`config.mk`:
```
export PLATFORM = sky130hd
export DESIGN_NAME = lelr_ctrl
export DESIGN_NICKNAME = d
export VERILOG_FILES = /design/src/rtl/lelr_pkg.sv /design/src/rtl/lelr_ctrl.sv
export SDC_FILE = /design/constraint.sdc
export NUM_CORES = 1
export LEC_CHECK = 0
export CAP_MARGIN = 40
export CORE_MARGIN = 5
export CORE_UTILIZATION = 25
export DETAILED_ROUTE_END_ITERATION = 10
export DONT_BUFFER_PORTS = 1
export SLEW_MARGIN = 20
export SYNTH_ARGS = -nofsm -noshare
export SYNTH_HDL_FRONTEND = slang
export SYNTH_SLANG_ARGS = --single-unit
```
`constraint.sdc`:
```
create_clock -name i_clk -period 1.6 [get_ports i_clk]
set_clock_uncertainty 0.05 [all_clocks]
set_input_delay 0.16 -clock i_clk [delete_from_list [all_inputs] [get_ports i_clk]]
set_output_delay 0.16 -clock i_clk [all_outputs]
set_load 0.02 [all_outputs]
```
`src/rtl/lelr_pkg.sv`:
```
// ----------------------------------------------------------------------------
// lelr_pkg: shared definitions for the line evicting log ring
// Sizes, item kind codes, the controller/datapath command and status bundles,
// and the ring pointer increment.
// ----------------------------------------------------------------------------
package lelr_pkg;

    localparam int DEPTH     = 32768;
    localparam int MAX_READ  = 64;

    localparam int PTR_W     = $clog2(DEPTH);
    localparam int LEN_W     = 16;
    localparam int BYTE_W    = 8;
    localparam int CNT_W     = 7;
    localparam int STORED_W  = 15;
    localparam int LEFT_W    = $clog2(MAX_READ + 1);
    localparam int CMP_W     = ((PTR_W > LEN_W) ? PTR_W : LEN_W) + 1;

    localparam logic [BYTE_W-1:0] NEWLINE = 8'h0A;

    typedef logic [PTR_W-1:0] t_ptr;

    typedef enum logic [1:0] {
        KIND_BEGIN  = 2'd0,
        KIND_BYTE   = 2'd1,
        KIND_READ   = 2'd2,
        KIND_IGNORE = 2'd3
    } t_kind;

    // Commands from the controller to the datapath.
    typedef struct packed {
        logic begin_msg;   // latch length, drop any partial message
        logic write_byte;  // store a message byte if one is pending
        logic start_read;  // latch the clamped read count
        logic evict_step;  // drop the oldest byte during eviction
        logic begin_done;  // issue the begin result and settle pending count
        logic emit_byte;   // issue one read result and drop the oldest byte
        logic emit_empty;  // issue an empty read result
    } t_cmd;

    // Status from the datapath to the controller.
    typedef struct packed {
        logic short_free;  // free space is below the declared length
        logic empty;       // no committed bytes
        logic size_one;    // exactly one committed byte
        logic head_nl;     // oldest committed byte is a newline
        logic left_zero;   // read count exhausted
        logic left_one;    // one byte left in the read count
        logic out_free;    // output register can take a result
    } t_status;

    function automatic t_ptr wrap_next(input t_ptr p);
        return (p == PTR_W'(DEPTH - 1)) ? '0 : PTR_W'(p + 1'b1);
    endfunction

endpackage

```
`src/rtl/lelr_ctrl.sv`:
```
// ----------------------------------------------------------------------------
// lelr_ctrl: sequencing controller
// Accepts items in idle, runs the eviction scan for begin items and the
// byte-by-byte output of read items.
// ----------------------------------------------------------------------------
module lelr_ctrl (
    input  logic               i_clk,
    input  logic               i_rst_n,
    input  logic               i_in_valid,
    input  logic [1:0]         i_kind,
    input  lelr_pkg::t_status  i_status,
    output logic               o_in_stall,
    output lelr_pkg::t_cmd     o_cmd
);

    typedef enum logic [1:0] {
        ST_IDLE,
        ST_EVICT,
        ST_READ
    } t_state;

    t_state r_state, n_state;
    logic   r_check, n_check;
    logic   r_first, n_first;
    lelr_pkg::t_kind w_kind;

    assign w_kind     = lelr_pkg::t_kind'(i_kind);
    assign o_in_stall = (r_state != ST_IDLE);

    always_comb begin
        n_state = r_state;
        n_check = r_check;
        n_first = r_first;
        o_cmd   = '0;
        unique case (r_state)
            ST_IDLE: begin
                if (i_in_valid) begin
                    unique case (w_kind)
                        lelr_pkg::KIND_BEGIN: begin
                            o_cmd.begin_msg = 1'b1;
                            n_check         = 1'b1;
                            n_state         = ST_EVICT;
                        end
                        lelr_pkg::KIND_BYTE: begin
                            o_cmd.write_byte = 1'b1;
                        end
                        lelr_pkg::KIND_READ: begin
                            o_cmd.start_read = 1'b1;
                            n_first          = 1'b1;
                            n_state          = ST_READ;
                        end
                        lelr_pkg::KIND_IGNORE: begin
                        end
                    endcase
                end
            end
            ST_EVICT: begin
                // The space test is only made at line boundaries.
                if (r_check && !(i_status.short_free && !i_status.empty)) begin
                    if (i_status.out_free) begin
                        o_cmd.begin_done = 1'b1;
                        n_state          = ST_IDLE;
                    end
                end else begin
                    o_cmd.evict_step = 1'b1;
                    n_check          = i_status.head_nl || i_status.size_one;
                end
            end
            ST_READ: begin
                if (i_status.out_free) begin
                    if (r_first && (i_status.left_zero || i_status.empty)) begin
                        o_cmd.emit_empty = 1'b1;
                        n_state          = ST_IDLE;
                    end else begin
                        o_cmd.emit_byte = 1'b1;
                        n_first         = 1'b0;
                        if (i_status.left_one || i_status.size_one) begin
                            n_state = ST_IDLE;
                        end
                    end
                end
            end
        endcase
    end

    always_ff @(posedge i_clk) begin
        if (!i_rst_n) begin
            r_state <= ST_IDLE;
            r_check <= 1'b0;
            r_first <= 1'b0;
        end else begin
            r_state <= n_state;
            r_check <= n_check;
            r_first <= n_first;
        end
    end

endmodule

```
## Yosys cells after proc, flatten, opt, wreduce, memory -nomap -nowiden

Cells that the tools add are included.

- Flip-flop bits (word level): 4
- Bits of input ports: 12
- Output and inout bits: 8
- Logic and storage cells: 63

- Equality and inequality tests: 14
- Mux-type cells: 30
- Reductions and logical operators: 16

Operator list:

| operator | count |
|---|---|
| $mux 2 | 9 |
| $mux 1 | 15 |
| $ne 2x2->1 const B | 6 |
| $mux 3 | 2 |
| $pmux 2 s3 | 1 |
| $reduce_and 6->1 | 1 |
| $reduce_bool 2->1 | 3 |
| $reduce_and 5->1 | 1 |
| $eq 2x1->1 const B | 2 |
| $eq 2x2->1 const B | 2 |
| $logic_not 2->1 | 2 |
| $ne 2x1->1 const B | 2 |
| $pmux 1 s2 | 2 |
| $pmux 2 s2 | 1 |
| $reduce_and 4->1 | 1 |
| $logic_and 1x1->1 | 3 |
| $logic_or 1x1->1 | 3 |
| $ne 3x1->1 const B | 1 |
| $ne 3x3->1 const B | 1 |
| $logic_not 1->1 | 2 |

## Depth between registers and ports, before layout

Gate-level depths: netlist of run 1.

- Depth after elaboration: 6
- Mapped depth: 6
- Gate-level depth less buffers: 6

## Least setup slack after synthesis of run 1

Ideal clock, no wire load.

- Kind: register -> register
- Start point: register r_state[0]
- End point: register r_state[0]
- Data arrival time: 1288 ps
- Path slack: 141 ps
- Stages on the path, launching flop included: 7
- Buffers on the path: 0
- Path through: dfxtp_1 inv_1 ha_1 inv_2 o22ai_1 a311o_1 mux2i_1

- Longest elaborated chain between the ends: 3
- Elaborated cells on any way between the ends: 11
- Classes of those cells: eq/ne: 8; mux: 1; reduce/logical: 2

RTL lines:

| what | line | source |
|---|---|---|
| start: declaration | lelr_ctrl.sv:22 | `t_state r_state, n_state;` |
| start signal: assignment | lelr_ctrl.sv:92 | `r_state <= n_state;` |
| $eq 2x2->1 (tied with other cells) | lelr_ctrl.sv:35 | `unique case (r_state)` |
| $ne 3x3->1 (no line) (tied with other cells) | n/a |  |
| $reduce_and 6->1 (no line) | n/a |  |

Several ways; a longest one is shown, not always the timed one.
A chain may end at the register's enable or synchronous reset.

## Worst setup path in the final report of run 1

- Start point: register r_state[1]
- End point: register r_state[1]

Same word-level chain as after synthesis.

==> run summary, run 1 <==
Initial core utilization - 0.260
Top cells by area, synth - dfxtp_1 24%, ha_1 11%, nor2b_1 7.6%
Area growth syn-to-layout - 25.4%
Root buffer cell - clkbuf_4
Critical path class - flip-flop to flip-flop
Worst reg-to-reg path cell count - 6
Die width - 46.4 um
Initial DRC Count - 5
Mux share of post-synthesis cell area - 0.0606
Worst setup EP type - flip-flop
Pleak - 0.000166 uW
R2R setup slack - 0.10 ns
Grt total ovfl - 0
CTS tree - yes
Antenna violations before repair - 0
Final #Nets - 68
Synth Area in Compound Gates - 0.216
DRT Wirelength - 822 um
Async SR Flop Fraction - 0
Post-synth EDFFs - 0
Post-layout min period - 1.50 ns
Pre-CTS setup slack - 0.112 ns
Synth warn - 0
Routed wire per std cell - 12.5 um
Main combinational cell family by area after synthesis - simple AND/OR/NAND/NOR gates
Post-cts resize count - 0
Mapped Nets - 59
Number of remaining DRC errors - 0
ANT cells - 0
Die Ht - 46.4 um
Sequential area share after synthesis - 0.242
CP Max Fanout - 3
Status - completed
Xor and xnor area share after synthesis - 0
Final Max Tran Viols - 0
Mapped Cells - 44
R2R Path Start - r_state[1]
Setup TNS - 0 ns
Core Rows - 13
Worst EP required - 1.66 ns
I/O Buffers - 0
Maximum Capacitance Violations - 0
Fmax - 667 MHz
Post-DRT Antenna Nets - 0
Most frequent cells after synthesis - 6 x nand2_1, 5 x nor2_1, 4 x dfxtp_1, 4 x nor2b_1
GRT Resource Usage Total - 0.0939
H-tree depth - 1
First-pass GRT wire length - 1350 um
Drt via density - 5.15
Post-detail-place hpwl - 718 um
Synth area leader - dfxtp_1
Post-synthesis adder-cell area fraction - 0.114
Clk_lat worst skew - 0.23 ns
Hold buffers post-CTS - 0
Share of layout cells above drive strength 1 - 0.255
Hold Vio Cnt, Final - 0
Maximum clock insertion buffer count - 2
Yosys reg bits - 4
Slew @ Worst Pin - 0.380 ns
IO Count - 20
Largest net degree at the start of global routing - 7
RSZ-0062 raised after global routing - false
RR Endpoint - r_state[1]
Peak supply drop - 0.000375 V
Global placement routability congestion - 0.778
Post-Synth Simple-Gate Area - 0.322
Count leader, synth - nand2_1
Tcrit/Tclk final - 0.937
Vias in the first global route - 336
Worst min path class - primary input to flip-flop
CP Launch Point - r_state[1]
Util after Layout - 0.326
Clk slew on worst S/H paths - 0.04 ns
Clk sinks - 4
Share of the synthesized area in the top cell type - 0.242
Die area - 0.00215 mm2
Crit start category - flip-flop
Cts bufs inserted - 3
Post-synthesis cell type count - 23
Routed vias - 340
Synthesized area - 330 um2
Post-CTS setup buffers - 0
Pwr dens - 1470 mW/mm2
1st-pass router iterations - 4
Slew HR - 0.746
Synth Flop Type - dfxtp_1
Final worst setup slack - 0.101 ns
Core area - 0.00127 mm2
Final setup fails - 0
Critical Path End - r_state[1]
CP Data Arrival Time - 1.56 ns
Mean Syn Cell Area - 7.51 um2
[cell usage in the layout, fill, tap and decap left out, drive strengths merged, types with 2 or more instances in the layout]
master | netlist | final
a21oi | 2 | 2
buf | 0 | 4
clkbuf | 0 | 3
dfxtp | 4 | 4
ha | 3 | 3
inv | 4 | 4
mux2i | 2 | 2
nand2 | 6 | 6
nand2b | 2 | 2
nor2 | 5 | 5
nor2b | 4 | 4
o21ai | 2 | 2
[kinds of logic after synthesis]
kind of cell	count (synthesis)
and+or+nand+nor	21
buffers and inverters	4
muxes	2
DFF	4
AOI/OAI and AO/OA	10
adders and majority gates	3
[through the flow]
step | std cells | total power [uW] | cell area [um2] | hold WS, ns
3_5_place_dp | 63 | 474 | 379 | 0.257
6_report | 66 | 607 | 414 | 0.0186
3_3_place_gp | 63 | 472 | 379 | 0.254
4_1_cts | 66 | 604 | 402 | 0.00667
5_1_grt | 66 | 668 | 414 | 0.0324
2_1_floorplan | 44 | 387 | 330 | 0.248
[how the worst min path moves through the flow]
stage	startpoint	end	depth (start not counted)
global placement	i_rst_n	r_check	2
global route	i_rst_n	r_first	1
detailed placement	i_rst_n	r_check	2
CTS	i_rst_n	r_check	2
finish	i_rst_n	r_check	2
floorplan	i_rst_n	r_check	2
[routing by layer]
layer / up-vias / global-route usage / part of all wire
met2: 15 / 0.137 / 0.45
met4: 0 / 0.0852 / 0.024
met5: - / 0 / 0
met1: 154 / 0.101 / 0.37
met3: 2 / 0.0391 / 0.15
li1: 169 / - / -
[power by group]
part	leakage, uW	switching [uW]	internal (uW)	total [uW]
Combinational	0.000120	193	147	340
Clock	0.0000138	40.0	83.8	124
Sequential	0.0000327	17.7	125	143
Total	0.000166	251	356	607
[cell type report]
type	instances	area [um2]
Fill cell	145	855
Multi-Input combinational cell	36	248
Sequential cell	4	80.1
Timing Repair Buffer	4	30.0
Clock buffer	3	22.5
Tap cell	15	18.8
Inverter	4	15.0
[state kept, by name, indices dropped and copies added, names as in the netlist]
register,flops
r_check,1
r_state,2
r_first,1
[worst max-delay path, stage by stage (launching register included)]
cell	delay, ns
dfxtp_1	0.36
inv_1	0.08
ha_1	0.21
nor2_1	0.10
o22ai_1	0.08
a311o_1	0.37
mux2i_1	0.14
No activity file was read; power rests on OpenSTA's default activity.
==> inputs of run 2 (changes only) <==
--- a/config.mk
+++ b/config.mk
@@ -5,11 +5,11 @@
 export SDC_FILE = /design/constraint.sdc
 export NUM_CORES = 1
 export LEC_CHECK = 0
+export BUFFER_PORTS_ARGS = -buffer_cell sky130_fd_sc_hd__clkbuf_2
 export CAP_MARGIN = 40
-export CORE_MARGIN = 5
-export CORE_UTILIZATION = 25
+export CORE_AREA = 5 5 42 44
 export DETAILED_ROUTE_END_ITERATION = 10
-export DONT_BUFFER_PORTS = 1
+export DIE_AREA = 0 0 47 49
 export SLEW_MARGIN = 20
 export SYNTH_ARGS = -nofsm -noshare
 export SYNTH_HDL_FRONTEND = slang
==> run summary, run 2 (synthesis gave the netlist of run 1 again) <==
Status - completed
Die Ht - 49 um
Routed wire per std cell - 10.4 um
Tcrit/Tclk final - 0.947
I/O Buffers - 19
CP Data Arrival Time - 1.31 ns
Initial DRC Count - 6
Largest net degree at the start of global routing - 7
Post-layout min period - 1.52 ns
Maximum Capacitance Violations - 0
GRT Resource Usage Total - 0.0923
Pwr dens - 1270 mW/mm2
Most common cell after layout, fill and taps aside - clkbuf_2
First-pass GRT wire length - 1590 um
R2R setup slack - 0.15 ns
Grt total ovfl - 0
Core Rows - 14
Clock power share - 0.197
Fillcell total - 174
Tot Pwr - 609 uW
Peak supply drop - 0.000578 V
Setup TNS - 0 ns
Drt via density - 4.76
1st-pass router iterations - 4
Clk sinks - 4
R2R Path Start - r_state[1]
Post-detail-place hpwl - 776 um
H-tree depth - 1
Largest register FFs - 2
CTS tree - yes
Pleak - 0.000227 uW
Final setup fails - 0
Critical path class - flip-flop to output pin
RSZ-0062 raised after global routing - false
Worst EP required - 1.39 ns
Pint - 350 uW
Hold Vio Cnt, Final - 0
Reg power frac - 0.235
Initial core utilization - 0.236
Switching Share - 0.426
Clk_lat worst skew - 0.23 ns
ANT cells - 0
Root buffer cell - clkbuf_4
Slew @ Worst Pin - 0.369 ns
NetSw - 259 uW
Number of remaining DRC errors - 0
Hold Startpoint - i_rst_n
Share of layout cells above drive strength 1 - 0.409
Routed vias - 390
Slew HR - 0.753
Maximum clock insertion buffer count - 2
Final Max Tran Viols - 0
Worst min path class - primary input to flip-flop
CP Launch Point - r_state[1]
Global placement routability congestion - 0.722
Core area - 0.00140 mm2
Most frequent cells in the layout - 17 x clkbuf_2, 5 x nor2_1, 5 x nand2_1, 4 x nor2b_1, 4 x dfxtp_1
Antenna violations before repair - 0
Largest regs - r_state x2, r_check x1, r_first x1
Worst setup EP type - output pin
Die area - 0.00230 mm2
DRT Wirelength - 850 um
Area growth syn-to-layout - 44.7%
Gate power share - 0.568
Non-filler cells, final - 82
Util after Layout - 0.341
Clk slew on worst S/H paths - 0.04 ns
IO Count - 20
Cell count after placement - 79
CP Max Fanout - 5
Vias in the first global route - 402
Largest reg by FF count - r_state
Die width - 47 um
Post-DRT Antenna Nets - 0
Crit start category - flip-flop
Final #Nets - 83
Hold Slack - 0.164 ns
Fmax - 660 MHz
Hold buffers post-CTS - 0
Cts bufs inserted - 3
==> run 2: cell types whose count changed in the layout (fill, tap and decap cells not counted) <==
cell / before / now
nor3_2: 0 / 1
nor3b_2: 1 / 0
nor3_1: 1 / 0
nor3b_1: 0 / 1
buf_2: 0 / 2
buf_4: 4 / 0
clkbuf_2: 0 / 17
nor2b_1: 3 / 4
nor2b_2: 1 / 0
==> run 2: final cells by class <==
class | instances | area [um2] | area share
clock buffer | 3 | 22.5 | 0.0471
inverter | 4 | 15.0 | 0.0314
multi-input combinational | 36 | 245 | 0.513
sequential | 4 | 80.1 | 0.168
tap | 16 | 20.0 | 0.0419
timing repair buffer | 19 | 95.1 | 0.199
==> run 2: power by group through the flow <==
| stage | logic, uW | registers (uW) | clock network, uW |
|---|---|---|---|
| after floorplan | 247 | 140 | 0 |
| after detailed placement | 340 | 145 | 0 |
| after CTS | 340 | 143 | 127 |
| after global routing | 390 | 146 | 141 |
| final | 346 | 143 | 120 |
| after global placement | 336 | 143 | 0 |
==> run 2: path summary, 6_finish.rpt <==
path,cells past startpoint,endpoint
worst max-delay path,5,o_cmd[5]
worst min register to register,2,r_first
worst min-delay path,3,r_check
worst max register to register,6,r_state[0]
==> run 2: through the flow <==
stage	setup slack, ns	instance area, um2
floorplan	0.141	330
global placement	0.121	445
detailed placement	0.102	445
CTS	0.00653	468
global route	0.0229	478
finish	0.0846	478
==> run 2: metal layers <==
metal  GRT usage  wire length (um)
met1       0.108               359
met2       0.145               408
met3      0.0554                81
met4      0.0138                 0
met5           0                 0
==> run 2: critical path: stages (launching register included) <==
cell and delay (ns):
dfxtp_1 0.32, inv_1 0.09, ha_2 0.21, nand2_2 0.09
nor3b_1 0.18, buf_2 0.19
==> run 2: repair_timing <==
action / CTS / global route
resized for setup: 0 / 5
setup endpoints to repair: 0 / 4
setup buffers: 0 / 0
==> inputs of run 3 (changes only) <==
--- a/config.mk
+++ b/config.mk
@@ -8,6 +8,7 @@
 export BUFFER_PORTS_ARGS = -buffer_cell sky130_fd_sc_hd__clkbuf_2
 export CAP_MARGIN = 40
 export CORE_AREA = 5 5 42 44
+export CTS_BUF_LIST = sky130_fd_sc_hd__clkbuf_8 sky130_fd_sc_hd__clkbuf_16
 export DETAILED_ROUTE_END_ITERATION = 10
 export DIE_AREA = 0 0 47 49
 export SLEW_MARGIN = 20
==> run summary, run 3 (synthesis gave the netlist of run 1 again) <==
Status - completed
CTS tree - yes
Non-filler cells, final - 82
1st-pass router iterations - 4
Setup TNS - 0 ns
Slew HR - 0.771
Clk slew on worst S/H paths - 0.03 ns
Share of layout cells above drive strength 1 - 0.379
Met2 wire length - 413 um
First-pass GRT wire length - 1580 um
Cell count after placement - 79
Vias in the first global route - 396
GRT Resource Usage Total - 0.0901
Routed wire per std cell - 10.4 um
I/O Buffers - 19
WL met3 - 80 um
Initial core utilization - 0.236
Post-DRT Antenna Nets - 0
Most common cell after layout, fill and taps aside - clkbuf_2
Placed inst area - 445 um2
Most frequent cells in the layout - 17 x clkbuf_2, 6 x nand2_1, 5 x nor2_1, 4 x nor2b_1, 4 x dfxtp_1
Pleak - 0.000234 uW
Worst setup EP type - output pin
Critical path class - flip-flop to output pin
CP Max Fanout - 5
Number of remaining DRC errors - 0
Post-detail-place hpwl - 776 um
Crit start category - flip-flop
Post-CTS setup buffers - 0
Largest register FFs - 2
RSZ-0062 raised after global routing - true
Clk sinks - 4
Final #Nets - 83
Slew @ Worst Pin - 0.343 ns
Maximum clock insertion buffer count - 2
Root buffer cell - clkbuf_8
Largest regs - r_state x2, r_check x1, r_first x1
Hold buffers post-CTS - 0
Worst EP required - 1.39 ns
Met1 Wirelength - 359 um
Fillcell total - 169
Global placement routability congestion - 0.722
H-tree depth - 1
Grt total ovfl - 0
Worst reg-to-reg path cell count - 6
Tcrit/Tclk final - 0.949
Routed vias - 385
IO Count - 20
CP Launch Point - r_state[1]
Die Ht - 49 um
Largest net degree at the start of global routing - 7
R2R Path Start - r_state[0]
Clk_lat worst skew - 0.21 ns
DRT Wirelength - 853 um
Antenna violations before repair - 0
Peak supply drop - 0.000698 V
Hold Vio Cnt, Final - 0
Largest reg by FF count - r_state
Core Rows - 14
CP Data Arrival Time - 1.31 ns
Maximum Capacitance Violations - 0
Final instance area - 489 um2
Area growth syn-to-layout - 48.1%
Core area - 0.00140 mm2
Hold Slack - 0.180 ns
Die area - 0.00230 mm2
Die width - 47 um
Fmax - 658 MHz
Worst min path class - primary input to flip-flop
Drt via density - 4.70
Hold Startpoint - i_rst_n
Pwr dens - 1410 mW/mm2
Top layer in use - met3
ANT cells - 0
Final setup fails - 0
Final Max Tran Viols - 0
Tot Pwr - 688 uW
Number of cells on the worst hold path - 3
Post-cts resize count - 0
Cts bufs inserted - 3
Post-layout min period - 1.52 ns
Initial DRC Count - 3
run 3: worst max-delay path, cell delays in order (launching register included):
cell     delay (ns)
dfxtp_1        0.32
inv_1          0.09
ha_2           0.20
nand2_1        0.11
nor3b_1        0.19
buf_2          0.19
run 3: layout make-up:
class / count / area [um2] / share of cell area
multi-input cells: 36 / 238 / 0.486
inverters: 4 / 15.0 / 0.0307
repair buffers: 19 / 95.1 / 0.194
well taps: 16 / 20.0 / 0.0409
flip-flops and latches: 4 / 80.1 / 0.164
clock buffers: 3 / 41.3 / 0.0844
run 3: report_power, final:
part	internal [uW]	switching, uW	total [uW]	leakage [uW]
logic	138	200	339	0.000179
registers	125	18.0	143	0.0000327
clock network	160	46.2	206	0.0000216
total	424	265	688	0.000234
run 3: metal layers:
layer,up-vias,global-route usage
met1,169,0.108
met5,-,0
li1,202,-
met3,0,0.0443
met4,0,0.0138
met2,14,0.145
run 3: final timing paths:
check | endpoint | slack (ns)
min reg2reg | r_first | 0.41
max | o_cmd[5] | 0.08
max reg2reg | r_state[0] | 0.15
min | r_check | 0.18
run 3: metrics by stage:
step	setup WS (ns)	util
after floorplan	0.141	-
final	0.0811	0.349
after CTS	0.0302	0.347
after detailed placement	0.102	0.318
after global routing	0.00941	0.349
after global placement	0.121	0.318
